**config.mk**
```make
export PLATFORM = sky130hd
export DESIGN_NAME = mch_cordic_stage
export DESIGN_NICKNAME = d
export VERILOG_FILES = /design/src/design/mch_pkg.sv /design/src/design/mch_cordic_stage.sv
export SDC_FILE = /design/constraint.sdc
export NUM_CORES = 1
export LEC_CHECK = 0
export ABC_AREA = 1
export BUFFER_PORTS_ARGS = -buffer_cell sky130_fd_sc_hd__buf_2
export CELL_PAD_IN_SITES_DETAIL_PLACEMENT = 1
export CELL_PAD_IN_SITES_GLOBAL_PLACEMENT = 1
export CORE_AREA = 2 2 189 191
export DETAILED_ROUTE_END_ITERATION = 7
export DIE_AREA = 0 0 191 193
export GPL_ROUTABILITY_DRIVEN = 0
export PLACE_DENSITY_LB_ADDON = 0.1
export SLEW_MARGIN = 15
export SYNTH_ARGS = -nofsm -noshare
export SYNTH_HDL_FRONTEND = slang
export SYNTH_SLANG_ARGS = --single-unit
```
**constraint.sdc**
```tcl
create_clock -name clk -period 12.95 [get_ports clk]
set_input_delay 2.59 -clock clk [delete_from_list [all_inputs] [get_ports clk]]
set_output_delay 2.59 -clock clk [all_outputs]
set_load 0.005 [all_outputs]
```
**src/design/mch_pkg.sv**
```systemverilog
package mch_pkg;

  localparam int ACC_FRAC = 20;
  localparam int ACC_W = 31;
  localparam int ANG_W = 29;
  localparam int CX_W = 36;
  localparam int AXIS_SHIFT = 16;
  localparam int TABLE_LEN = 24;

  localparam logic signed [ACC_W-1:0] DEG_0 = 31'sd0;
  localparam logic signed [ACC_W-1:0] DEG_90 = 31'sd94371840;
  localparam logic signed [ACC_W-1:0] DEG_180 = 31'sd188743680;
  localparam logic signed [ACC_W-1:0] DEG_270 = 31'sd283115520;
  localparam logic signed [ACC_W-1:0] DEG_360 = 31'sd377487360;

  localparam logic signed [ACC_W-1:0] ATAN_TAB [TABLE_LEN] = '{
    31'sd47185920, 31'sd27855475, 31'sd14718068, 31'sd7471121, 31'sd3750058,
    31'sd1876857, 31'sd938658, 31'sd469357, 31'sd234682, 31'sd117342,
    31'sd58671, 31'sd29335, 31'sd14668, 31'sd7334, 31'sd3667, 31'sd1833,
    31'sd917, 31'sd458, 31'sd229, 31'sd115, 31'sd57, 31'sd29, 31'sd14, 31'sd7
  };

  typedef enum logic [1:0] {
    CARD_NORTH = 2'd0,
    CARD_EAST  = 2'd1,
    CARD_SOUTH = 2'd2,
    CARD_WEST  = 2'd3
  } card_t;

  typedef struct packed {
    logic [7:0] x_high;
    logic [7:0] x_low;
    logic [7:0] z_high;
    logic [7:0] z_low;
    logic [7:0] y_high;
    logic [7:0] y_low;
  } in_word_t;

  typedef struct packed {
    logic signed [15:0] x_field;
    logic signed [15:0] y_field;
    logic signed [15:0] z_field;
    logic [15:0]        heading_angle;
    card_t              cardinal;
  } out_word_t;

  typedef struct packed {
    logic signed [15:0]     x_field;
    logic signed [15:0]     y_field;
    logic signed [15:0]     z_field;
    logic                   bypass;
    logic signed [CX_W-1:0] cx;
    logic signed [CX_W-1:0] cy;
    logic signed [ACC_W-1:0] acc;
  } cordic_t;

endpackage

```
**src/design/mch_cordic_stage.sv**
```systemverilog
module mch_cordic_stage import mch_pkg::*; #(
  parameter int STEP = 0
) (
  input  logic    clk,
  input  logic    rst,
  input  logic    up_valid,
  input  cordic_t up_data,
  output logic    up_ready,
  output logic    down_valid,
  output cordic_t down_data,
  input  logic    down_ready
);

  logic signed [CX_W-1:0] dx;
  logic signed [CX_W-1:0] dy;
  cordic_t                data_next;
  logic                   valid;
  cordic_t                data;

  assign dx = $signed(up_data.cy) >>> STEP;
  assign dy = $signed(up_data.cx) >>> STEP;

  always_comb begin
    data_next = up_data;
    if (!up_data.bypass) begin
      if (!up_data.cy[CX_W-1]) begin
        data_next.cx = up_data.cx + dx;
        data_next.cy = up_data.cy - dy;
        data_next.acc = up_data.acc + ATAN_TAB[STEP];
      end else begin
        data_next.cx = up_data.cx - dx;
        data_next.cy = up_data.cy + dy;
        data_next.acc = up_data.acc - ATAN_TAB[STEP];
      end
    end
  end

  assign up_ready = !valid || down_ready;

  always_ff @(posedge clk) begin
    if (rst) begin
      valid <= 1'b0;
    end else if (up_ready) begin
      valid <= up_valid;
    end
  end

  always_ff @(posedge clk) begin
    if (up_ready && up_valid) begin
      data <= data_next;
    end
  end

  assign down_valid = valid;
  assign down_data = data;

`ifndef SYNTHESIS
  // An on-axis reading has its exact angle already and must not be rotated.
  a_bypass_holds_angle: assert property (@(posedge clk) disable iff (rst)
    (up_valid && up_ready && up_data.bypass) |=> (data.acc == $past(up_data.acc)))
    else $error("axis reading changed its angle in a rotation stage");
`endif

endmodule

```
==> impl_summary.log <==
INFO  metric worstPathMaxFanout = 2
INFO  metric drv_cap = 0
INFO  metric cp.required = 10.36 ns
INFO  metric cts.reportedPaths.clkPinSlew = 0.06 ns
INFO  metric number_of_vias_per_cell = 5.38
INFO  metric post-dp-hpwl = 46,400 um
INFO  metric report.final.slew_viol_count = 0
INFO  metric antenna_left = 0
INFO  metric port_buffer_count = 309
INFO  metric arrival = 3.03 ns
INFO  metric final_critical_path_setup_slack = 7.33 ns
INFO  metric grt_pass1_wl = 85,100 um
INFO  metric syn-num-nets = 2,229
INFO  metric detail_route.first_pass.iterations = 5
INFO  metric reg2reg_from = down_valid$_SDFFE_PP0N_
INFO  metric synth_warnings = 0
INFO  metric worstSetupPathType = in2out
INFO  metric slew_at_the_pin_with_the_worst_max_slew_slack = 1.22 ns
INFO  metric timing.critical_path.cells = buf_2 -> inv_1 -> nand2_1 -> buf_2
INFO  metric worst_skew_pair.late_latency = 0.47 ns
INFO  metric grt_antenna_before_repair = 4
INFO  metric floorplan.die_area = 36,900 um^2
INFO  metric drt_iter0_drc = 1,039
INFO  metric syn_to_final_growth = 18.0%
INFO  metric timing.reg2reg.setup_slack = 10.75 ns
INFO  metric numCtsBuffers = 17
INFO  metric start_kind = input pin
INFO  metric vias = 14,500
INFO  metric chipWidth = 191 um
INFO  metric critical-path-slowest-cell = sky130_fd_sc_hd__buf_2
INFO  metric synth-edff-count = 152
INFO  metric total_grt_overflow = 0
INFO  metric route.detailed.drc = 0
INFO  metric gr-usage-all-layers = 0.310
INFO  metric pin_count_of_the_biggest_net_entering_global_routing = 72
INFO  metric finalNetCount = 2,505
INFO  metric coreArea = 35,000 um^2
INFO  metric critPathCapture = up_ready
INFO  metric finalSetupViolCount = 0
INFO  metric cts_tree = done
INFO  metric start_point_of_the_critical_path = down_ready
INFO  metric detail_route.wl_per_cell = 21.4 um
INFO  metric drive_gt1_frac = 0.176
INFO  metric synth_area = 13,700 um^2
INFO  metric post_cts_hold_buffer_count = 0
INFO  metric synth_top_area_frac = 0.333
INFO  metric post_synth_most_frequent_cells = sky130_fd_sc_hd__nand2_1 (563), sky130_fd_sc_hd__inv_1 (268), sky130_fd_sc_hd__nor2_1 (179), sky130_fd_sc_hd__a21oi_1 (156), sky130_fd_sc_hd__edfxtp_1 (152)
INFO  metric synth_cell_type_count = 47
INFO  metric status = complete, no violations
INFO  metric fin_skew = 0.0128 ns
INFO  metric ys_seq_elements = 153
INFO  metric cts_setup_buffers = 0
INFO  metric hold_viol_final = 0
INFO  metric fin_setup_tns = 0 ns
INFO  metric period_minus_slack = 5.62 ns
INFO  metric clkSinkCount = 153
INFO  metric place_worst_setup_slack = 7.33 ns
INFO  metric synthesis.instances = 1,951
INFO  metric worstRegToRegCells = 2
INFO  metric grt_pass1_vias = 14,500
INFO  metric initial_core_util = 0.392
INFO  metric cts-htree-levels = 4
INFO  metric timing.critical_path.mode_cell = sky130_fd_sc_hd__buf_2
INFO  metric path_depth = 4
INFO  metric clock.fmax = 0.178 GHz
INFO  metric synth.area.top_cells = sky130_fd_sc_hd__edfxtp_1 (33%), sky130_fd_sc_hd__nand2_1 (15%), sky130_fd_sc_hd__ha_1 (11%)
INFO  metric power.ir.vdd_worst = 0.0976 mV
INFO  metric power.density = 106 nW/um^2
INFO  metric max_slew_margin = 0.182
INFO  metric ctsResizeCount = 0
INFO  metric rows = 69
INFO  metric synth_top_flop_cell = sky130_fd_sc_hd__edfxtp_1
INFO  metric worst_r2r_endpoint = down_data[130]$_DFFE_PP_
INFO  metric period_share = 0.434
INFO  metric die_h = 193 um
INFO  metric synthArstFlopShare = 0
INFO  metric post-synth-top-count-cell = sky130_fd_sc_hd__nand2_1
INFO  metric synth_area_per_cell = 7.03 um^2
INFO  metric rsz0062_at_grt = false
INFO  metric timing.critical_path.max_delay_family = buffers and inverters
INFO  metric cpPeakStageDelay = 0.14 ns
INFO  metric p_leak = 8.09 nW
INFO  metric critical_path_buf_inv_count = 3
INFO  metric design.portCount = 310
INFO  metric final_core_utilization = 0.463
INFO  metric synth_top_area_cell = sky130_fd_sc_hd__edfxtp_1
INFO  metric synth.yosys.seq_area_share = 0.334
INFO  metric drt_wl_total = 57,900 um
INFO  metric clk_path_buf_depth = 2
INFO  metric holdWs = 0.598 ns
INFO  metric worst_setup_path_end_kind = output port
INFO  metric timing.hold.worst.class = reg2reg
INFO  metric cts_root_buffer = sky130_fd_sc_hd__clkbuf_16
INFO  metric whs_path_depth = 2
==> state kept, by name (all words and copies together) (netlist names) <==
signal,cells
down_data,152
down_valid,1
==> power breakdown <==
group / switching (mW) / internal (mW)
registers: 0.0107 / 0.595
clock network: 0.232 / 0.326
logic: 0.381 / 0.172
total: 0.624 / 1.09
==> metal layers <==
metal | GRT usage | share of wire | vias up
li1 | - | - | 6885
met1 | 0.406 | 0.43 | 6988
met2 | 0.516 | 0.47 | 574
met3 | 0.0483 | 0.070 | 93
met4 | 0.120 | 0.030 | 0
met5 | 0 | 0 | -
==> through the flow <==
step | instance area (um^2) | total power [mW] | instances
6_report | 16200 | 1.72 | 2705
5_1_grt | 16200 | 1.80 | 2705
3_5_place_dp | 15500 | 1.16 | 2669
4_1_cts | 16200 | 1.72 | 2701
2_1_floorplan | 13700 | 0.955 | 1951
3_3_place_gp | 15500 | 1.14 | 2669
==> how the worst min path moves through the flow <==
stage	slack (ns)	endpoint	startpoint
3_5_place_dp	0.59	down_valid$_SDFFE_PP0N_	down_valid$_SDFFE_PP0N_
2_1_floorplan	0.51	down_valid$_SDFFE_PP0N_	down_valid$_SDFFE_PP0N_
5_1_grt	0.61	down_valid$_SDFFE_PP0N_	down_valid$_SDFFE_PP0N_
3_3_place_gp	0.57	down_valid$_SDFFE_PP0N_	down_valid$_SDFFE_PP0N_
6_report	0.60	down_valid$_SDFFE_PP0N_	down_valid$_SDFFE_PP0N_
4_1_cts	0.60	down_valid$_SDFFE_PP0N_	down_valid$_SDFFE_PP0N_
==> worst register-to-register path, cell delays in order (launching register included) <==
cell	delay, ns
sky130_fd_sc_hd__dfxtp_1	0.37
sky130_fd_sc_hd__a21oi_4	0.55
sky130_fd_sc_hd__buf_4	0.82
==> cell usage in the layout, fill, tap and decap left out, types with 5 or more instances in the layout <==
cell type,instances
sky130_fd_sc_hd__nor2_1,179
sky130_fd_sc_hd__inv_2,8
sky130_fd_sc_hd__a21oi_1,155
sky130_fd_sc_hd__ha_1,118
sky130_fd_sc_hd__nor2_2,18
sky130_fd_sc_hd__nand4_1,11
sky130_fd_sc_hd__o211ai_1,8
sky130_fd_sc_hd__clkbuf_16,17
sky130_fd_sc_hd__a21o_1,5
sky130_fd_sc_hd__buf_2,309
sky130_fd_sc_hd__o22ai_1,10
sky130_fd_sc_hd__o21ai_1,11
sky130_fd_sc_hd__a31oi_1,7
sky130_fd_sc_hd__o21bai_1,15
sky130_fd_sc_hd__edfxtp_1,152
sky130_fd_sc_hd__nand2_1,563
sky130_fd_sc_hd__buf_4,7
sky130_fd_sc_hd__nand2_2,9
sky130_fd_sc_hd__o21a_1,5
sky130_fd_sc_hd__inv_1,267
sky130_fd_sc_hd__nor3_1,10
sky130_fd_sc_hd__o21ai_0,107
sky130_fd_sc_hd__nand3_1,149
sky130_fd_sc_hd__and2_1,6
sky130_fd_sc_hd__xor2_1,38
==> cell type report <==
class / count / area [um^2]
Antenna cell: 4 / 10.0
Multi-Input combinational cell: 1461 / 7740
Clock inverter: 13 / 195
Inverter: 278 / 1040
Tap cell: 461 / 577
Sequential cell: 153 / 4580
Timing Repair Buffer: 316 / 1600
Clock buffer: 19 / 433
Fill cell: 4661 / 18800
==> logic make-up after synthesis <==
| logic type | Yosys count | synth area share |
|---|---|---|
| buffers and inverters | 337 | 0.102 |
| adder cells (fa/ha/maj) | 122 | 0.114 |
| AO/OA/AOI/OAI | 335 | 0.132 |
| flip-flops | 153 | 0.334 |
| AND/OR/NAND/NOR | 964 | 0.292 |
| XOR/XNOR | 40 | 0.0256 |
Note: power is estimated with default switching activity, not from simulation.
