<file path="src/design/mch_pkg.sv">
package mch_pkg;

  localparam int ACC_FRAC = 20;
  localparam int ACC_W = 31;
  localparam int ANG_W = 29;
  localparam int CX_W = 36;
  localparam int AXIS_SHIFT = 16;
  localparam int TABLE_LEN = 24;

  localparam logic signed [ACC_W-1:0] DEG_0 = 31'sd0;
  localparam logic signed [ACC_W-1:0] DEG_90 = 31'sd94371840;
  localparam logic signed [ACC_W-1:0] DEG_180 = 31'sd188743680;
  localparam logic signed [ACC_W-1:0] DEG_270 = 31'sd283115520;
  localparam logic signed [ACC_W-1:0] DEG_360 = 31'sd377487360;

  localparam logic signed [ACC_W-1:0] ATAN_TAB [TABLE_LEN] = '{
    31'sd47185920, 31'sd27855475, 31'sd14718068, 31'sd7471121, 31'sd3750058,
    31'sd1876857, 31'sd938658, 31'sd469357, 31'sd234682, 31'sd117342,
    31'sd58671, 31'sd29335, 31'sd14668, 31'sd7334, 31'sd3667, 31'sd1833,
    31'sd917, 31'sd458, 31'sd229, 31'sd115, 31'sd57, 31'sd29, 31'sd14, 31'sd7
  };

  typedef enum logic [1:0] {
    CARD_NORTH = 2'd0,
    CARD_EAST  = 2'd1,
    CARD_SOUTH = 2'd2,
    CARD_WEST  = 2'd3
  } card_t;

  typedef struct packed {
    logic [7:0] x_high;
    logic [7:0] x_low;
    logic [7:0] z_high;
    logic [7:0] z_low;
    logic [7:0] y_high;
    logic [7:0] y_low;
  } in_word_t;

  typedef struct packed {
    logic signed [15:0] x_field;
    logic signed [15:0] y_field;
    logic signed [15:0] z_field;
    logic [15:0]        heading_angle;
    card_t              cardinal;
  } out_word_t;

  typedef struct packed {
    logic signed [15:0]     x_field;
    logic signed [15:0]     y_field;
    logic signed [15:0]     z_field;
    logic                   bypass;
    logic signed [CX_W-1:0] cx;
    logic signed [CX_W-1:0] cy;
    logic signed [ACC_W-1:0] acc;
  } cordic_t;

endpackage

</file>
<file path="src/design/mch_prep.sv">
module mch_prep import mch_pkg::*; (
  input  logic     clk,
  input  logic     rst,
  input  logic     up_valid,
  input  in_word_t up_data,
  output logic     up_ready,
  output logic     down_valid,
  output cordic_t  down_data,
  input  logic     down_ready
);

  logic signed [15:0]     x_val;
  logic signed [15:0]     y_val;
  logic signed [CX_W-1:0] sx;
  logic signed [CX_W-1:0] sy;
  cordic_t                data_next;
  logic                   valid;
  cordic_t                data;

  assign x_val = {up_data.x_high, up_data.x_low};
  assign y_val = {up_data.y_high, up_data.y_low};
  assign sx = CX_W'(x_val) <<< AXIS_SHIFT;
  assign sy = CX_W'(y_val) <<< AXIS_SHIFT;

  always_comb begin
    data_next.x_field = x_val;
    data_next.y_field = y_val;
    data_next.z_field = {up_data.z_high, up_data.z_low};
    data_next.bypass = (x_val == 16'sd0) || (y_val == 16'sd0);
    data_next.cx = x_val[15] ? -sx : sx;
    data_next.cy = x_val[15] ? -sy : sy;
    priority if (y_val == 16'sd0) begin
      data_next.acc = x_val[15] ? DEG_180 : DEG_0;
    end else if (x_val == 16'sd0) begin
      data_next.acc = y_val[15] ? DEG_270 : DEG_90;
    end else begin
      data_next.acc = x_val[15] ? DEG_180 : DEG_0;
    end
  end

  assign up_ready = !valid || down_ready;

  always_ff @(posedge clk) begin
    if (rst) begin
      valid <= 1'b0;
    end else if (up_ready) begin
      valid <= up_valid;
    end
  end

  always_ff @(posedge clk) begin
    if (up_ready && up_valid) begin
      data <= data_next;
    end
  end

  assign down_valid = valid;
  assign down_data = data;

endmodule

</file>
<file path="config.mk">
export PLATFORM = sky130hd
export DESIGN_NAME = mch_prep
export DESIGN_NICKNAME = d
export VERILOG_FILES = /design/src/design/mch_pkg.sv /design/src/design/mch_prep.sv
export SDC_FILE = /design/constraint.sdc
export NUM_CORES = 1
export LEC_CHECK = 0
export BUFFER_PORTS_ARGS = -buffer_cell sky130_fd_sc_hd__buf_2
export CELL_PAD_IN_SITES_DETAIL_PLACEMENT = 0
export CELL_PAD_IN_SITES_GLOBAL_PLACEMENT = 1
export CORE_ASPECT_RATIO = 1.2
export CORE_MARGIN = 2
export CORE_UTILIZATION = 38
export DETAILED_ROUTE_END_ITERATION = 10
export HOLD_SLACK_MARGIN = 0.06
export PLACE_DENSITY_LB_ADDON = 0.1
export SLEW_MARGIN = 10
export SYNTH_ARGS = -nofsm -noshare
export SYNTH_HDL_FRONTEND = slang
export SYNTH_SLANG_ARGS = --single-unit
</file>
<file path="constraint.sdc">
create_clock -name clk -period 6.9 [get_ports clk]
set_input_delay 0 -clock clk [delete_from_list [all_inputs] [get_ports clk]]
set_output_delay 0 -clock clk [all_outputs]
set_load 0.05 [all_outputs]
</file>
==> metrics, run 1 <==
max_slew headroom 54.1%; Register-to-Register Setup Slack 4.89 ns; final hold violations 0; RSZ-0062 raised after global routing false; dpl hpwl around 5.8 mm; fin area ~5500 um2; Pleak between 0.002 and 0.0025 uW; GR Overflow Total 0; WS Path Type input port to register; final WL 8.38 mm; crit path time final 2.31 ns; filler cell count around 900; routability cong. approximately 0.7; Post-DRT Antenna Nets 0; postcts setup bufs 0; hold path startpoint up_data[47]; clk slew on worst S/H paths roughly 0.060 ns; CP endpoint down_data[25]; CP Max Fanout 10; PwrDens ~270 nW/um2; GRT Total Usage 14.2%; Synth-to-Final Area Change 34.4%; Die Area between 10,000 and 15,000 um2; fmax between 400 and 500 MHz; Max IR drop VDD roughly 0.14 mV; r2r endpoint down_data[49]; Worst Skew 0.00807 ns; total vias in the final route approximately 2,600; die height around 120 um; Synth cell types 31; synth cell count leaders edfxtp_1 (93), buf_4 (59), xnor2_1 (27); First DRT Iteration DRCs 89; Final nets between 500 and 600; vias in the first global route 2,538; IO Pins just over 200; die width 98.9 um; worst-skew pair later-pin latency 0.33 ns; Synth top area share about 68%; CP Capture Type register; Final Util a little over half; number of remaining DRC errors 0; Worst Tran Pin Value 0.689 ns; final cycle utilization of the critical path about 33%; cts repair resizes 0; RR Startpoint down_valid; critical path arrival roughly 2.4 ns; ys flop type edfxtp_1; total CTS buffers 9; Async S/R FF share, synth 0%; Seq/Total Area, Yosys roughly two thirds; Clock Path Buffers 2; Post-synth EDFFs 93; first-pass GRT wire length 12.8 mm; status complete, no violations; clock sinks 94; #FFs+latches synth 94; Hold Buf Count CTS 49; DR WL/cell roughly 14 um; initial core utilization 39.1%; initial antenna violation count 0; Core Area around 11,000 um2; cell taking the most area after synthesis edfxtp_1; Fin Setup TNS 0 ns; routed vias/inst roughly 4.3; count leader, synth edfxtp_1; drt pass-1 iters 4; maxcap violations 0; CP required between 6 and 7 ns; cell area after placement 4750 um2; Syn Std Cell Area ~4100 um2; syn avg cell area ~15 um2; worst setup path start up_data[37]; synth warn 0; hold slack 0.268 ns; Port-buffer cells 150; Post-Syn Instances between 200 and 300; startpoint types input port; num rows 41; CTS HTree Levels 3; FF-to-FF path depth 3; Min-Delay Path Depth 1; setup violators final 0; share of layout cells above drive strength 1 a little over a third; CTS tree built; Root Driver clkbuf_16; Worst Hold Class input port to register; largest cells by area after synthesis edfxtp_1 (68%), buf_4 (11%), xnor2_1 (5.8%); pin count of the biggest net entering global routing 52; Final Slew Violations 0; diode count 0
-- report_power, final --
part	switching, uW	internal, uW	leakage [uW]
clock network	191	278	0.000135
registers	8.53	675	0.000910
logic	262	72.5	0.00126
total	461	1030	0.00230
-- per-layer routing --
layer  up-vias  wire [um]  GRT usage [%]
li1       1276          -              -
met4         0         83           5.22
met3         7        751           5.52
met5         -          0              0
met2       113       4160           23.4
met1      1204       3390           16.8
-- layout by cell type (no fill, tap or decap), types with 2 or more instances in the layout --
| master | n |
|---|---|
| buf_2 | 150 |
| clkbuf_1 | 2 |
| clkbuf_16 | 9 |
| clkinv_1 | 2 |
| conb_1 | 58 |
| dlygate4sd3_1 | 49 |
| edfxtp_1 | 93 |
| ha_1 | 3 |
| inv_1 | 7 |
| nand2_1 | 7 |
| nand2b_1 | 5 |
| nor2_1 | 2 |
| nor4_1 | 2 |
| o21ai_0 | 11 |
| o31ai_1 | 9 |
| o41ai_1 | 10 |
| or2_2 | 2 |
| or3_1 | 5 |
| or4_1 | 5 |
| xnor2_1 | 27 |
-- how the worst min path moves through the flow --
stage / to / slack (ns)
after detailed placement: down_valid / 0.16
after global placement: down_valid / 0.16
after global routing: down_data[151] / 0.30
final: down_data[151] / 0.27
after floorplan: down_valid / 0.07
after CTS: down_data[151] / 0.27
-- area by class of cell --
class	count	area, um2	share of cell area, %
multi-input combinational	157	988	17.9
tap	129	161	2.92
clock buffer	11	233	4.22
timing repair buffer	200	1250	22.6
inverter	7	26.3	0.476
clock inverter	5	50.0	0.907
sequential	94	2810	51.0
-- logic make-up after synthesis --
logic type | synth area share [%]
flops | 68.5
buf+inv | 12.7
simple gates | 5.76
compound gates | 5.91
xor+xnor | 5.76
fa+ha+maj | 0.914
other cells | 0.0913
mux | 0.365
-- stage by stage --
step                      power [uW]  std cells  worst slack [ns]
final                           1490        603              4.59
after global routing            1550        603              4.48
after CTS                       1510        603              4.59
after detailed placement        1010        538              4.78
after global placement          1010        538              4.83
after floorplan                  970        329              3.23
-- registers in the layout, indices dropped and copies added, names as in the netlist --
name        count
down_valid      1
down_data      93
-- critical path, cell delays in order --
cell           delay [ns]
dlygate4sd3_1        0.53
buf_2                0.15
or4_1                0.71
nand4bb_1            0.43
ha_1                 0.31
mux2_4               0.26
Note: power is estimated with default switching activity, not from simulation.
==> run 2, diff against run 1 <==
--- a/config.mk
+++ b/config.mk
@@ -10,7 +10,7 @@
 export CELL_PAD_IN_SITES_GLOBAL_PLACEMENT = 1
 export CORE_ASPECT_RATIO = 1.2
 export CORE_MARGIN = 2
-export CORE_UTILIZATION = 38
+export CORE_UTILIZATION = 35
 export DETAILED_ROUTE_END_ITERATION = 10
 export HOLD_SLACK_MARGIN = 0.06
 export PLACE_DENSITY_LB_ADDON = 0.1
==> constraint.sdc (replaced) <==
create_clock -name clk -period 2.2 [get_ports clk]
set_input_delay 0 -clock clk [delete_from_list [all_inputs] [get_ports clk]]
set_output_delay 0 -clock clk [all_outputs]
set_load 0.05 [all_outputs]
==> run 2 against run 1 <==
Combinational power rose to 3.2 times the previous value. Wire length is 5.9% higher. Power rose to 3.1 times the previous value. Critical path depth up 1. Die area is 8.3% higher. Worst setup slack worse by 4.5 ns. Final cell count is 5.3% higher. Critical path type unchanged. Highest routed layer unchanged.
==> metrics, run 2 (synthesis gave the netlist of run 1 again) <==
WS Path Type input port to register; Clock Path Buffers 2 (unchanged); First DRT Iteration DRCs 49 (-45%); DR WL/cell 14.0 um (+0.57%); Fin Setup TNS 0 ns (unchanged); register share of total power 46.8% (+0.8 points); met1 Usage GRT 15.3% (-1.5 points); Port-buffer cells 150 (unchanged); clock sinks 94 (unchanged); drt pass-1 iters 6 (+2); routability cong. 0.671 (-4.0%); number of remaining DRC errors 0 (unchanged); P_sw 1470 uW (+220%); diode count 0 (unchanged); total CTS buffers 9 (unchanged); GRT busiest layer met2; CP Capture Type register; total vias in the final route 2,621 (+0.81%); worst-skew pair later-pin latency 0.33 ns (about the same); Root Driver clkbuf_16; final hold violations 0 (unchanged); share of layout cells above drive strength 1 36.6% (+0.53 points); CP max stage cell or3b_2; Post-DRT Antenna Nets 0 (unchanged); num rows 43 (+4.9%); initial antenna violation count 0 (unchanged); CTS HTree Levels 3 (unchanged); pre-CTS setup slack 0.128 ns (-4.65 ns); Worst Hold Class input port to register; Clock power frac 29.9% (-1.6 points); most frequent cells in the layout buf_2 (150), edfxtp_1 (93), conb_1 (58); critical path arrival 2.17 ns (-0.22 ns); Die Area 12,600 um2 (+8.3%); maxcap violations 0 (unchanged); crit path time final between 2 and 2.5 ns; Int Power 3110 uW (+200%); CTS tree built; PwrDens 818 nW/um2 (+200%); final WL 8.88 mm (+5.9%); Synth-to-Final Area Change 36.1%; GR Overflow Total 0 (unchanged); clk slew on worst S/H paths 0.06 ns (about the same); first-pass GRT wire length 12.8 mm (about the same); r2r endpoint down_data[104]; Final nets 528 (+0.76%); Worst Skew 0.00392 ns (-0.00415 ns); met2 Usage GRT 22.8% (-0.59 points); Max IR drop VDD 0.300 mV (+120%); RR Startpoint down_valid; Pleak 0.00233 uW (+1.0%); vias in the first global route 2,543 (+0.20%); switch share 32.1% (+1.1 points); CP Max Fanout 7 (-3); CP required 2.28 ns (-4.70 ns); slowest cell delay on critical path 0.58 ns (-0.13 ns); dpl hpwl 6.04 mm (+3.4%); GRT Total Usage 13.7% (-0.55 points); M3 GR Usage 6.38% (+0.86 points); startpoint types input port; die width 103 um (+4.0%); routed vias/inst 4.13 (-4.3%); CP endpoint down_data[25]; setup slack after layout 0.112 ns (-4.48 ns); postcts setup bufs 0 (unchanged); leading cell type in the layout, fill and taps excluded buf_2; worst setup path start up_data[1]; final cycle utilization of the critical path a little over nine tenths; worst path cell trace dlygate4sd3_1 > buf_2 > inv_1 > ha_1 > or3b_2 > nor4_4 > mux2_4; Core Area 11,500 um2 (+9.5%); FF-to-FF path depth 3 (unchanged); fmax around 480 MHz; status complete, no violations; Logic pwr share 23.3% (+0.8 points); Register-to-Register Setup Slack 0.75 ns (-4.14 ns); IO Pins 206 (unchanged); setup violators final 0 (unchanged); RSZ-0062 raised after global routing false; pin count of the biggest net entering global routing 45 (-13%); initial core utilization 35.7% (-3.4 points); Final Slew Violations 0 (unchanged); die height 123 um (+4.1%); max reg flops 93 (unchanged)
## run 2: cell count changes in the layout (fill, tap and decap cells not counted), sizes merged
| cell | change |
|---|---|
| buf | +4 |
| clkinvlp | +1 |
| bufinv | -1 |
## run 2: worst min-delay path by stage
stage,start,end,cells past startpoint,slack [ns]
floorplan,rst,down_valid,1,0.07
global placement,rst,down_valid,2,0.16
detailed placement,rst,down_valid,2,0.16
CTS,up_data[39],down_data[91],3,0.14
global route,up_data[39],down_data[91],3,0.15
finish,up_data[39],down_data[91],3,0.16
## run 2: repair_timing
item                       in CTS  in global routing
hold endpoints to repair       75                  0
resized for setup               0                  1
setup endpoints to repair       0                  1
hold buffers                   49                  0
## run 2: final cells by class
| class | instances | area [um2] |
|---|---|---|
| Fill cell | 1073 | 5920 |
| Timing Repair Buffer | 204 | 1300 |
| Clock buffer | 11 | 233 |
| Clock inverter | 5 | 26.3 |
| Tap cell | 157 | 196 |
| Multi-Input combinational cell | 157 | 993 |
| Inverter | 7 | 26.3 |
| Sequential cell | 94 | 2810 |
## run 2: power by group through the flow
stage	Combinational, uW	Sequential (uW)	Clock [uW]
after floorplan	442	2590	0
after global placement	996	2180	0
after detailed placement	1000	2180	0
after CTS	1070	2140	1420
after global routing	1120	2150	1490
final	1060	2140	1370
## run 2: layer usage
layer	vias up	wire length, um
met5	-	0
met4	0	123
li1	1281	-
met2	122	4420
met1	1207	3470
met3	11	868
## run 2: stage by stage
stage          std cells  hold slack, ns  total power, uW  util, %  area (um2)
2_1_floorplan        329          0.0691             3040        -        4320
3_3_place_gp         570           0.156             3180     42.0        4840
3_5_place_dp         570           0.158             3180     42.0        4840
4_1_cts              635           0.143             4630     48.5        5590
5_1_grt              635           0.145             4760     48.6        5590
6_report             635           0.157             4570     48.6        5590
## run 2: worst max-delay path: cells and delay by family
| kind | cells | cell delay (ns) |
|---|---|---|
| adder cells (fa/ha/maj) | 1 | 0.14 |
| buffers and inverters | 3 | 0.75 |
| multiplexers | 1 | 0.33 |
| AND/OR/NAND/NOR | 2 | 0.95 |
