**config.mk**
```make
export PLATFORM = sky130hd
export DESIGN_NAME = mch_finish
export DESIGN_NICKNAME = d
export VERILOG_FILES = /design/src/design/mch_pkg.sv /design/src/design/mch_finish.sv
export SDC_FILE = /design/constraint.sdc
export NUM_CORES = 1
export LEC_CHECK = 0
export BUFFER_PORTS_ARGS = -buffer_cell sky130_fd_sc_hd__clkbuf_2
export CAP_MARGIN = 20
export CELL_PAD_IN_SITES_DETAIL_PLACEMENT = 0
export CELL_PAD_IN_SITES_GLOBAL_PLACEMENT = 1
export CORE_ASPECT_RATIO = 0.8
export CORE_UTILIZATION = 28
export CTS_CLUSTER_DIAMETER = 30
export DETAILED_ROUTE_END_ITERATION = 7
export PLACE_DENSITY_LB_ADDON = 0.25
export SYNTH_ARGS = -nofsm -noshare
export SYNTH_HDL_FRONTEND = slang
export SYNTH_SLANG_ARGS = --single-unit
```
**constraint.sdc**
```tcl
create_clock -name clk -period 3.7 [get_ports clk]
set_clock_uncertainty 0.2 [all_clocks]
set_input_delay 0.74 -clock clk [delete_from_list [all_inputs] [get_ports clk]]
set_output_delay 0.74 -clock clk [all_outputs]
set_load 0.1 [all_outputs]
```
**src/design/mch_pkg.sv**
```systemverilog
package mch_pkg;

  localparam int ACC_FRAC = 20;
  localparam int ACC_W = 31;
  localparam int ANG_W = 29;
  localparam int CX_W = 36;
  localparam int AXIS_SHIFT = 16;
  localparam int TABLE_LEN = 24;

  localparam logic signed [ACC_W-1:0] DEG_0 = 31'sd0;
  localparam logic signed [ACC_W-1:0] DEG_90 = 31'sd94371840;
  localparam logic signed [ACC_W-1:0] DEG_180 = 31'sd188743680;
  localparam logic signed [ACC_W-1:0] DEG_270 = 31'sd283115520;
  localparam logic signed [ACC_W-1:0] DEG_360 = 31'sd377487360;

  localparam logic signed [ACC_W-1:0] ATAN_TAB [TABLE_LEN] = '{
    31'sd47185920, 31'sd27855475, 31'sd14718068, 31'sd7471121, 31'sd3750058,
    31'sd1876857, 31'sd938658, 31'sd469357, 31'sd234682, 31'sd117342,
    31'sd58671, 31'sd29335, 31'sd14668, 31'sd7334, 31'sd3667, 31'sd1833,
    31'sd917, 31'sd458, 31'sd229, 31'sd115, 31'sd57, 31'sd29, 31'sd14, 31'sd7
  };

  typedef enum logic [1:0] {
    CARD_NORTH = 2'd0,
    CARD_EAST  = 2'd1,
    CARD_SOUTH = 2'd2,
    CARD_WEST  = 2'd3
  } card_t;

  typedef struct packed {
    logic [7:0] x_high;
    logic [7:0] x_low;
    logic [7:0] z_high;
    logic [7:0] z_low;
    logic [7:0] y_high;
    logic [7:0] y_low;
  } in_word_t;

  typedef struct packed {
    logic signed [15:0] x_field;
    logic signed [15:0] y_field;
    logic signed [15:0] z_field;
    logic [15:0]        heading_angle;
    card_t              cardinal;
  } out_word_t;

  typedef struct packed {
    logic signed [15:0]     x_field;
    logic signed [15:0]     y_field;
    logic signed [15:0]     z_field;
    logic                   bypass;
    logic signed [CX_W-1:0] cx;
    logic signed [CX_W-1:0] cy;
    logic signed [ACC_W-1:0] acc;
  } cordic_t;

endpackage

```
**src/design/mch_finish.sv**
```systemverilog
module mch_finish import mch_pkg::*; #(
  parameter int ANGLE_FRAC_BITS = 7
) (
  input  logic      clk,
  input  logic      rst,
  input  logic      up_valid,
  input  cordic_t   up_data,
  output logic      up_ready,
  output logic      down_valid,
  output out_word_t down_data,
  input  logic      down_ready
);

  localparam int SHIFT = ACC_FRAC - ANGLE_FRAC_BITS;
  localparam int H_W = ANG_W - SHIFT;
  localparam logic [H_W-1:0] LIM_45 = H_W'(45 << ANGLE_FRAC_BITS);
  localparam logic [H_W-1:0] LIM_135 = H_W'(135 << ANGLE_FRAC_BITS);
  localparam logic [H_W-1:0] LIM_225 = H_W'(225 << ANGLE_FRAC_BITS);
  localparam logic [H_W-1:0] LIM_315 = H_W'(315 << ANGLE_FRAC_BITS);

  logic signed [ACC_W-1:0] acc_clamp;
  logic signed [ACC_W-1:0] acc_wrap;
  logic [ANG_W-1:0]        angle;
  logic [H_W-1:0]          heading;
  out_word_t               data_next;
  logic                    valid;
  out_word_t               data;

  always_comb begin
    acc_clamp = up_data.acc;
    if (up_data.y_field > 16'sd0 && up_data.acc[ACC_W-1]) begin
      acc_clamp = DEG_0;
    end
    if (up_data.y_field < 16'sd0 && up_data.x_field > 16'sd0 && !up_data.acc[ACC_W-1]) begin
      acc_clamp = -31'sd1;
    end
    acc_wrap = acc_clamp[ACC_W-1] ? acc_clamp + DEG_360 : acc_clamp;
  end

  assign angle = ANG_W'(acc_wrap);
  assign heading = H_W'(angle >> SHIFT);

  always_comb begin
    data_next.x_field = up_data.x_field;
    data_next.y_field = up_data.y_field;
    data_next.z_field = up_data.z_field;
    data_next.heading_angle = 16'(heading);
    priority if (heading >= LIM_315 || heading < LIM_45) begin
      data_next.cardinal = CARD_NORTH;
    end else if (heading < LIM_135) begin
      data_next.cardinal = CARD_EAST;
    end else if (heading < LIM_225) begin
      data_next.cardinal = CARD_SOUTH;
    end else begin
      data_next.cardinal = CARD_WEST;
    end
  end

  assign up_ready = !valid || down_ready;

  always_ff @(posedge clk) begin
    if (rst) begin
      valid <= 1'b0;
    end else if (up_ready) begin
      valid <= up_valid;
    end
  end

  always_ff @(posedge clk) begin
    if (up_ready && up_valid) begin
      data <= data_next;
    end
  end

  assign down_valid = valid;
  assign down_data = data;

`ifndef SYNTHESIS
  a_zero_vector: assert property (@(posedge clk) disable iff (rst)
    (valid && data.x_field == 16'sd0 && data.y_field == 16'sd0)
      |-> (data.heading_angle == 16'd0 && data.cardinal == CARD_NORTH))
    else $error("zero vector did not give heading zero");

  a_neg_x_axis: assert property (@(posedge clk) disable iff (rst)
    (valid && data.y_field == 16'sd0 && data.x_field < 16'sd0)
      |-> (data.heading_angle == 16'(180 << ANGLE_FRAC_BITS)
           && data.cardinal == CARD_SOUTH))
    else $error("negative X axis did not give 180 degrees");

  a_pos_y_axis: assert property (@(posedge clk) disable iff (rst)
    (valid && data.x_field == 16'sd0 && data.y_field > 16'sd0)
      |-> (data.heading_angle == 16'(90 << ANGLE_FRAC_BITS)
           && data.cardinal == CARD_EAST))
    else $error("positive Y axis did not give 90 degrees");
`endif

endmodule

```
==> results.md, run 1 <==
* Outcome: finished, final reports clean
* Clock transition at path regs at 0.05 ns
* Worst Reg2Reg Path Length in Cells at 3
* Commonest cells in the netlist: edfxtp_1, nand2_1, inv_1
* Ys Warns at 0
* Die Wd at 110 um
* HP Class: input port to flip-flop
* CTS tree: done
* Vias in the first global route at 1,844
* Yosys top cell by area: edfxtp_1
* Die ar. at 9790 sq um
* Fraction of registers with async set/reset at 0%
* Setup Buffers After CTS at 0
* Gr busiest metal: met2
* Starting Density at 29.0%
* Register area share after synthesis at 76.1%
* Top-count cell post-synth: edfxtp_1
* Final hold vios at 0
* Gr ovfl total at 0
* Clock latency on the worst-skew pair at 0.32 ns
* P&R area growth vs syn at 45.7%
* Post-DRT Antenna Nets at 0
* Slew @ Worst Pin at 0.709 ns
* Post-synth EDFFs at 66
* Initial antenna violation count at 0
* CTS buffer count at 9
* XOR/XNOR Fraction of Synth Area at 0.333%
* Post-Syn Instances at 172
* Die Span Y at 88.7 um
* Core area at 9080 sq um
* Max Root-Sink Buffers at 2
* Crit path max fanout at 5
* PwrDens at 613 nW/um^2
* R2R Setup Slk at 1.76 ns
* Worst slack, placed at 0.00155 ns
* Tmin final at 3.37 ns
* Most common cell on crit path: nand2_1
* Max Slew Vio Count at 0
* Synthesized netlist net count at 329
* CP required at 3.57 ns
* Main flop type after synthesis: edfxtp_1
* First-pass GRT wire length at 9450 um
* Hold path depth at 2
* Final setup viols at 0
* ANT cells at 0
* Final WS setup at 0.326 ns
* Post-synth top area share at 75.4%
* Largest family of logic cells by synthesized area: simple AND/OR/NAND/NOR gates
* CTS Hold Bufs at 0
* Origin of the critical flop-to-flop path: down_valid$_SDFFE_PP0N_
* Worst stage delay on the critical path at 0.62 ns
* Avg Inst Size Synth at 15.3 sq um
* Io pins at 224
* Max frequency at 296 MHz
* Met3 GRT Util at 5.74%
* Crit path max-delay cell type: or4_1
* Mux contribution to synthesized area at 0.761%
* CP cell instances: clkbuf_2 -> or4_1 -> o41ai_4 -> nand2_1 -> nand2_1 -> ha_1 -> nor3_1 -> xor2_1 -> o22ai_1 -> nand2_1 -> o2111a_1 -> o32a_1
* Vias/cell at 4.46
* Via count at 1,975
* Met2 usage at 22.5%
* RePlAce Congestion at 0.734
* Post-Synth Adder-Cell Area at 0.476%
* Synth Register Bits at 67
* Ranking of synthesized cells by area: edfxtp_1, nand2_1, nand2b_1
* Gr usage total at 13.5%
* DRT Wirelength at 6570 um
* Worst Hold End: down_valid$_SDFFE_PP0N_
* CTS resizes at 0
* Arr. time, crit path at 3.24 ns
* DR iter-0 viols at 69
* Tcrit/Tclk final at 91.2%
* Half-perimeter wire length after placement at 5030 um
* Critical path class: input port to flip-flop
* Max-cap viol count at 0
* Largest net degree at the start of global routing at 38
* P_leak at 1.69 nW
* Buffers added on ports at 136
* Ratio of cells with drive above 1 in the final layout at 50.0%
* DRC at 0
* Crit start category: input port
* Simple-gate area share of the yosys netlist at 11.5%
* Mapped Area at 2630 sq um
* Clk sink count at 67
* Rel. slew slack at 52.8%
* VDD IR max at 0.281 mV
* CP endpoint kind: flip-flop
* Hold_sp: rst
* CTS H-tree lvls at 3
* Drt wl/cell at 14.8 um
* R2r endpoint: down_data[50]$_DFFE_PP_
* Met1 Track Usage GR at 15.5%
* CTS root buf: clkbuf_16
* RSZ-0062 raised after global routing: no
* # nets final at 481
* Total negative slack at 0 ns
* DRT Pass-1 Iters at 4
* Post-synthesis compound-gate area fraction at 9.37%
* Fillcell total at 890
* Netlist cell types at 40
* Core Rows at 31
==> critical path: cells and delay by family <==
| kind | cells | cell delay (ns) |
|---|---|---|
| and+or+nand+nor | 5 | 1.03 |
| buffers and inverters | 1 | 0.09 |
| xor gates and xnor gates | 1 | 0.14 |
| AOI/OAI and AO/OA | 4 | 1.01 |
| adders and majority gates | 1 | 0.23 |
==> kinds of logic after synthesis <==
kind of cell    count (synthesis)
compound gates                 28
simple gates                   63
flops                          67
fa+ha+maj                       1
buf+inv                        10
mux                             2
xor+xnor                        1
==> area by class of cell <==
type / count / area [sq um] / area share, %
clock inverter: 6 / 88.8 / 2.32
sequential: 67 / 2000 / 52.3
inverter: 7 / 26.3 / 0.686
timing repair buffer: 144 / 753 / 19.7
multi-input combinational: 95 / 592 / 15.4
clock buffer: 9 / 225 / 5.88
tap: 115 / 144 / 3.76
==> per-stage QoR <==
step / total power [mW] / std cells / cell area (sq um) / utilization, % / hold slack, ns
6_report: 2.35 / 443 / 3830 / 42.2 / 0.368
5_1_grt: 2.44 / 443 / 3830 / 42.2 / 0.362
4_1_cts: 2.38 / 443 / 3830 / 42.2 / 0.355
3_5_place_dp: 1.48 / 428 / 3520 / 38.8 / 0.395
3_3_place_gp: 1.47 / 428 / 3520 / 38.8 / 0.389
2_1_floorplan: 1.35 / 172 / 2630 / - / 0.609
==> sequential cells by signal, indices dropped and copies added (netlist names) <==
signal	flops
down_valid	1
down_data	66
==> per-layer routing <==
| metal | wire, um | up-vias |
|---|---|---|
| li1 | - | 971 |
| met1 | 2760 | 910 |
| met2 | 3080 | 87 |
| met3 | 647 | 7 |
| met4 | 79 | 0 |
| met5 | 0 | - |
==> where the power goes <==
part | total (mW) | switching [mW] | leakage (nW) | internal [mW]
Clock | 0.895 | 0.308 | 0.150 | 0.587
Sequential | 0.909 | 0.0128 | 0.649 | 0.896
Combinational | 0.546 | 0.450 | 0.890 | 0.0964
Total | 2.35 | 0.771 | 1.69 | 1.58
==> worst max-delay path by stage <==
stage,start,cells past startpoint,to
floorplan,up_data[120],10,down_data[1]$_SDFFCE_PP0P_
global placement,up_data[127],11,down_data[1]$_SDFFCE_PP0P_
detailed placement,up_data[127],11,down_data[1]$_SDFFCE_PP0P_
CTS,up_data[127],11,down_data[1]$_SDFFCE_PP0P_
global route,up_data[127],12,down_data[1]$_SDFFCE_PP0P_
finish,up_data[127],12,down_data[1]$_SDFFCE_PP0P_
==> placed cells by master, fill, tap and decap left out, types with 3 or more instances in the layout <==
cell / instances
clkbuf_2: 136
edfxtp_1: 66
nand2_1: 34
clkbuf_16: 9
buf_4: 7
inv_1: 6
nor3_1: 5
nand2b_1: 5
nor2_1: 4
nor4_1: 3
o21a_1: 3
o22ai_1: 3
a21oi_1: 3
No activity file was read; power rests on OpenSTA's default activity.
==> run 2, diff against run 1 <==
CORE_ASPECT_RATIO = 1.75   (was 0.8)
CORE_UTILIZATION = 25   (was 28)
clock period = 2.8 ns   (was 3.7 ns; I/O delays follow)
==> run 2 against run 1 <==
  * The run now ends with negative setup slack left
  * Combinational power rose by 41%
  * Wire length rose by 3.5%
  * Global-route usage fell by 1.2 points
  * Cell count rose by 7.9%
  * Utilization fell by 2.5 points
  * Die area rose by 12%
  * Worst setup slack got worse by 0.57 ns
  * Clock power rose by 18%
  * Largest cell class unchanged
  * Largest power group unchanged
==> results.md, run 2 (same netlist as run 1, synthesis figures left out) <==
* Outcome: complete, but fails checks (was finished, final reports clean)
* Die Wd at 79.5 um (was 110 um)
* # nets final at 503 (was 481)
* Core area at 10,200 sq um (was 9080 sq um)
* Buffers added on ports at 136 (unchanged)
* Die ar. at 11,000 sq um (was 9790 sq um)
* Drt wl/cell at 14.2 um (was 14.8 um)
* Critical path class: input port to flip-flop (unchanged)
* Final setup viols at 2 (was 0)
* RSZ-0062 raised after global routing: yes (was no)
* P&R area growth vs syn at 54.5% (was 45.7%)
* Half-perimeter wire length after placement at 5360 um (was 5030 um)
* Max Slew Vio Count at 0 (unchanged)
* Crit start category: input port (unchanged)
* Total negative slack at -0.367 ns (was 0 ns)
* P_leak at 1.80 nW (was 1.69 nW)
* CP endpoint kind: flip-flop (unchanged)
* Clock latency on the worst-skew pair at 0.32 ns (about the same)
* Tcrit/Tclk final at 109%
* VDD IR max at 0.352 mV (was 0.281 mV)
* Max-cap viol count at 0 (unchanged)
* CTS root buf: clkbuf_16 (unchanged)
* Gr ovfl total at 0 (unchanged)
* Placed Instances at 458 (was 428)
* Final hold vios at 0 (unchanged)
* DR iter-0 viols at 35 (was 69)
* Slew @ Worst Pin at 0.572 ns (was 0.709 ns)
* DRC at 0 (unchanged)
* Io pins at 224 (unchanged)
* Rel. slew slack at 62.1% (was 52.8%)
* Failing checks: negative setup slack
* Most common cell after layout, fill and taps aside: clkbuf_2 (unchanged)
* Commonest cells after routing, fill and taps aside: clkbuf_2, edfxtp_1, nand2_1 (unchanged)
* CTS H-tree lvls at 3 (unchanged)
* Arr. time, crit path at 2.92 ns (was 3.24 ns)
* Gr usage total at 12.4% (was 13.5%)
* RePlAce Congestion at 0.766 (was 0.734)
* Clock transition at path regs at 0.05 ns (about the same)
* R2R Setup Slk at 1.10 ns (was 1.76 ns)
* CTS buffer count at 9 (unchanged)
* Max frequency at 328 MHz
* Via count at 2,082 (was 1,975)
* PwrDens at 746 nW/um^2 (was 613 nW/um^2)
* Vias in the first global route at 2,036 (was 1,844)
* Final WS setup at -0.247 ns (was 0.326 ns)
* Core Rows at 49 (was 31)
* Final Non-Filler Cells at 478 (was 443)
* Vias/cell at 4.36 (was 4.46)
* Initial antenna violation count at 0 (unchanged)
* DRT Wirelength at 6800 um (was 6570 um)
* Die Span Y at 138 um (was 88.7 um)
* Total power at 3.03 mW (was 2.35 mW)
* ANT cells at 0 (unchanged)
* Crit path max fanout at 6 (was 5)
* Ratio of cells with drive above 1 in the final layout at 57.3% (was 50.0%)
* Max reg flops at 66 (unchanged)
* Clk sink count at 67 (unchanged)
* CP required at 2.67 ns (was 3.57 ns)
* CTS tree: done (unchanged)
* Starting Density at 25.7% (was 29.0%)
* Largest net degree at the start of global routing at 50 (was 38)
* DRT Pass-1 Iters at 4 (unchanged)
* HP Class: input port to flip-flop (unchanged)
* Fin Hold WS at 0.190 ns (was 0.368 ns)
* First-pass GRT wire length at 9890 um (was 9450 um)
* Finished Core Util at 39.7% (was 42.2%)
* Max Root-Sink Buffers at 2 (unchanged)
* Post-DRT Antenna Nets at 0 (unchanged)
* Tmin final at 3.05 ns
## run 2: cell count changes in the layout (fill, tap and decap cells not counted), moves of 2 or more
cell      before  now
nand2_1       34   31
clkinv_1       2    4
nand2b_1       5    3
nand2_2        0    3
buf_4          7   29
clkinv_2       0    2
## run 2: power by group
| part | total, mW | switching [mW] | internal (mW) |
|---|---|---|---|
| registers | 1.20 | 0.0155 | 1.18 |
| clock network | 1.06 | 0.387 | 0.675 |
| logic | 0.769 | 0.612 | 0.158 |
| total | 3.03 | 1.01 | 2.02 |
## run 2: per-stage QoR
| step | instance area [sq um] | setup WS, ns |
|---|---|---|
| global placement | 3690 | -0.593 |
| floorplan | 2660 | -0.484 |
| CTS | 4040 | -0.216 |
| finish | 4060 | -0.247 |
| detailed placement | 3690 | -0.629 |
| global route | 4060 | -0.357 |
## run 2: final timing paths
check,from,endpoint,cells after the start
setup / recovery,up_data[123],down_data[1]$_SDFFCE_PP0P_,12
setup reg to reg,down_valid$_SDFFE_PP0N_,down_data[48]$_DFFE_PP_,3
hold / removal,rst,down_valid$_SDFFE_PP0N_,2
hold reg to reg,down_valid$_SDFFE_PP0N_,down_valid$_SDFFE_PP0N_,2
## run 2: worst max-delay path, cell delays in order
cell and delay, ns:
clkbuf_2 0.09, or4_4 0.56, o41ai_4 0.43, nand2_1 0.11, nand2_2 0.10, ha_4 0.16
nor3_2 0.04, xor2_1 0.13, o22ai_1 0.18, nand2_2 0.13, o2111a_1 0.14, o32a_1 0.28
## run 2: what timing repair did
action | CTS | global route
pin swaps | 4 | 1
setup buffers | 2 | 2
hold buffers | 0 | 0
gates cloned | 0 | 0
endpoints found under the setup margin | 2 | 3
resized for setup | 10 | 1
## run 2: cell type report
class | count | area (sq um)
well taps | 127 | 159
multi-input cells | 95 | 672
repair buffers | 166 | 918
clock buffers | 9 | 225
fillers | 1001 | 6180
flip-flops and latches | 67 | 2000
inverters | 7 | 26.3
clock inverters | 7 | 58.8
## run 2: layer usage
layer	GRT usage, %	routed length (um)	share of wire [%]
met1	12.1	2320	34
met4	7.98	256	3.8
met5	0	0	0
met3	3.44	467	6.9
met2	22.4	3760	55
==> run 3, diff against run 2 <==
ABC_AREA = 1   (was unset)
==> run 3 against run 2 <==
  * The flow now finishes without violations
  * Critical endpoint is now down_data[0]$_SDFFCE_PP0P_
  * Die area increased by 2.9%
  * Critical path depth increased by 6
  * Non-clock buffer count is 25 lower
  * Sequential power about the same
  * Critical path type unchanged
  * Count of clock-buffer cells in the layout stayed put
  * Worst setup slack better by 0.69 ns
  * Utilization down 2.5 points
  * Combinational power is 2% lower
  * Largest power group unchanged
  * Wire length fell by 8.0%
  * Highest routed layer unchanged
  * Synthesized area is 2.9% higher
  * First-iteration DRC count grew 57%
==> results.md, run 3 <==
* Slew @ Worst Pin at 0.568 ns (was 0.572 ns)
* Gr ovfl total at 0 (unchanged)
* Worst stage delay on the critical path at 0.30 ns (was 0.56 ns)
* Max Root-Sink Buffers at 2 (unchanged)
* Most common cell after layout, fill and taps aside: clkbuf_2 (unchanged)
* Ranking of synthesized cells by area: edfxtp_1, nand2_1, nor2_1 (was edfxtp_1, nand2_1, nand2b_1)
* CTS buffer count at 9 (unchanged)
* Synthesized netlist net count at 377 (was 329)
* P&R area growth vs syn at 43.3% (was 54.5%)
* Core Rows at 49 (unchanged)
* CP endpoint kind: flip-flop (unchanged)
* Total negative slack at 0 ns (was -0.367 ns)
* CTS root buf: clkbuf_16 (unchanged)
* Worst Reg2Reg Path Length in Cells at 2 (was 3)
* P_leak at 1.82 nW (was 1.80 nW)
* Gr usage total at 11.5% (was 12.4%)
* VDD IR max at 0.444 mV (was 0.352 mV)
* Ratio of cells with drive above 1 in the final layout at 48.1% (was 57.3%)
* Tmin final at 2.36 ns (was 3.05 ns)
* Register area share after synthesis at 73.9% (was 76.1%)
* Io pins at 224 (unchanged)
* RSZ-0062 raised after global routing: no (was yes)
* DRT Wirelength at 6260 um (was 6800 um)
* Max Slew Vio Count at 0 (unchanged)
* Initial antenna violation count at 0 (unchanged)
* DRT Pass-1 Iters at 4 (unchanged)
* CTS tree: done (unchanged)
* Total power at 3.04 mW (was 3.03 mW)
* Largest net degree at the start of global routing at 67 (was 50)
* CTS H-tree lvls at 3 (unchanged)
* PwrDens at 784 nW/um^2 (was 746 nW/um^2)
* Vias/cell at 4.14 (was 4.36)
* Final setup viols at 0 (was 2)
* DRC at 0 (unchanged)
* Vias in the first global route at 2,110 (was 2,036)
* Commonest cells in the netlist: nand2_1, edfxtp_1, nor2_1 (was edfxtp_1, nand2_1, inv_1)
* Half-perimeter wire length after placement at 4960 um (was 5360 um)
* Max-cap viol count at 0 (unchanged)
* CP required at 2.69 ns (was 2.67 ns)
* Synth Register Bits at 67 (unchanged)
* Most common cell on crit path: nand2_1 (was nand2_2)
* Setup Buffers After CTS at 0 (was 2)
* Finished Core Util at 37.2% (was 39.7%)
* Crit path max fanout at 4 (was 6)
* Rel. slew slack at 62.3% (was 62.1%)
* Mapped Area at 2710 sq um (was 2630 sq um)
* Die Wd at 80.7 um (was 79.5 um)
* Die ar. at 11,300 sq um (was 11,000 sq um)
* Main flop type after synthesis: edfxtp_1 (unchanged)
* Kind of cell adding the most delay to the critical path: simple AND/OR/NAND/NOR gates (was compound AO/OA/AOI/OAI gates)
* Avg Inst Size Synth at 12.3 sq um (was 15.3 sq um)
* Yosys top cell by area: edfxtp_1 (unchanged)
* Core area at 10,400 sq um (was 10,200 sq um)
* Tcrit/Tclk final at 84.3% (was 109%)
* Clock latency on the worst-skew pair at 0.32 ns (about the same)
* Top-count cell post-synth: nand2_1 (was edfxtp_1)
* Post-synth top area share at 73.2% (was 75.4%)
* Clock transition at path regs at 0.06 ns (was 0.05 ns)
* Ys Warns at 0 (unchanged)
* Crit start category: input port (unchanged)
* Post-Syn Instances at 220 (was 172)
* DR iter-0 viols at 55 (was 35)
* Fillcell total at 1,060 (was 1,001)
* Arr. time, crit path at 2.25 ns (was 2.92 ns)
* ANT cells at 0 (unchanged)
* Post-synth EDFFs at 66 (unchanged)
* Critical path class: input port to flip-flop (unchanged)
* Outcome: finished, final reports clean (was complete, but fails checks)
* Drt wl/cell at 12.5 um (was 14.2 um)
* Die Span Y at 140 um (was 138 um)
* Via count at 2,072 (was 2,082)
* Clk sink count at 67 (unchanged)
* Netlist cell types at 24 (was 40)
* First-pass GRT wire length at 9540 um (was 9890 um)
* HP Class: input port to flip-flop (unchanged)
* CTS resizes at 0 (was 10)
* Starting Density at 26.0% (was 25.7%)
* # nets final at 526 (was 503)
* RePlAce Congestion at 0.771 (was 0.766)
* Commonest cells after routing, fill and taps aside: clkbuf_2, nand2_1, edfxtp_1 (was clkbuf_2, edfxtp_1, nand2_1)
* Crit path buf inv count at 3 (was 1)
* Buffers added on ports at 136 (unchanged)
* Fraction of registers with async set/reset at 0% (unchanged)
* Crit path max-delay cell type: ha_1 (was or4_4)
* Final hold vios at 0 (unchanged)
* CP cell instances: clkbuf_2 -> nor2_1 -> nand2_1 -> nor2_1 -> nand2_1 -> nand3_2 -> nand2_1 -> ha_1 -> nand3_1 -> nand2_2 -> inv_2 -> nand2_1 -> nor2_1 -> nor2_1 -> nor2_1 -> nand2_1 -> nand2_1 -> inv_1 (was clkbuf_2 -> or4_4 -> o41ai_4 -> nand2_1 -> nand2_2 -> ha_4 -> nor3_2 -> xor2_1 -> o22ai_1 -> nand2_2 -> o2111a_1 -> o32a_1)
* Post-DRT Antenna Nets at 0 (unchanged)
* Hold path depth at 2 (unchanged)
* WP depth at 18 (was 12)
* Max frequency at 423 MHz (was 328 MHz)
* CTS Hold Bufs at 0 (unchanged)
* Max reg flops at 66 (unchanged)
==> run 3: worst reg2reg max path: stages (launching register included) <==
cell	delay (ns)
dfxtp_1	0.34
a21oi_4	0.18
buf_12	0.32
==> run 3: report_power, final <==
group	internal, mW	switching, mW
clock	0.684	0.401
combinational	0.126	0.627
sequential	1.19	0.0159
==> run 3: final cells by class <==
cell class / count / area [sq um] / share of cell area (%)
well taps: 127 / 159 / 4.10
flip-flops and latches: 67 / 2000 / 51.6
repair buffers: 141 / 731 / 18.8
multi-input cells: 130 / 617 / 15.9
inverters: 20 / 76.3 / 1.97
clock inverters: 7 / 68.8 / 1.77
clock buffers: 9 / 225 / 5.81
==> run 3: path summary, 6_finish.rpt <==
path                            from                    endpoint  slack [ns]
max                     up_data[144]  down_data[0]$_SDFFCE_PP0P_        0.44
min                              rst     down_valid$_SDFFE_PP0N_        0.19
max reg2reg  down_valid$_SDFFE_PP0N_     down_data[12]$_DFFE_PP_        1.38
min reg2reg  down_valid$_SDFFE_PP0N_     down_valid$_SDFFE_PP0N_        0.34
==> run 3: logic make-up after synthesis <==
group,after synthesis,share of synthesized area [%]
AO/OA/AOI/OAI,6,1.11
XOR/XNOR,1,0.601
adder cells (fa/ha/maj),1,0.462
buffers and inverters,23,3.70
flip-flops,67,73.9
AND/OR/NAND/NOR,122,20.2
==> run 3: through the flow <==
step / instance area, sq um / hold slack, ns / std cells / setup WS, ns
4_1_cts: 3880 / 0.183 / 501 / 0.390
5_1_grt: 3880 / 0.183 / 501 / 0.187
6_report: 3880 / 0.190 / 501 / 0.439
3_3_place_gp: 3580 / 0.320 / 485 / 0.0353
2_1_floorplan: 2720 / 0.429 / 220 / 0.198
3_5_place_dp: 3580 / 0.344 / 485 / 0.0634
==> run 3: routing by layer <==
metal / GRT usage (%) / part of all wire, % / vias up
met5: 0 / 0 / -
met4: 7.99 / 4.2 / 0
met3: 2.89 / 7.0 / 18
met2: 21.4 / 55 / 86
met1: 10.4 / 34 / 935
li1: - / - / 1033
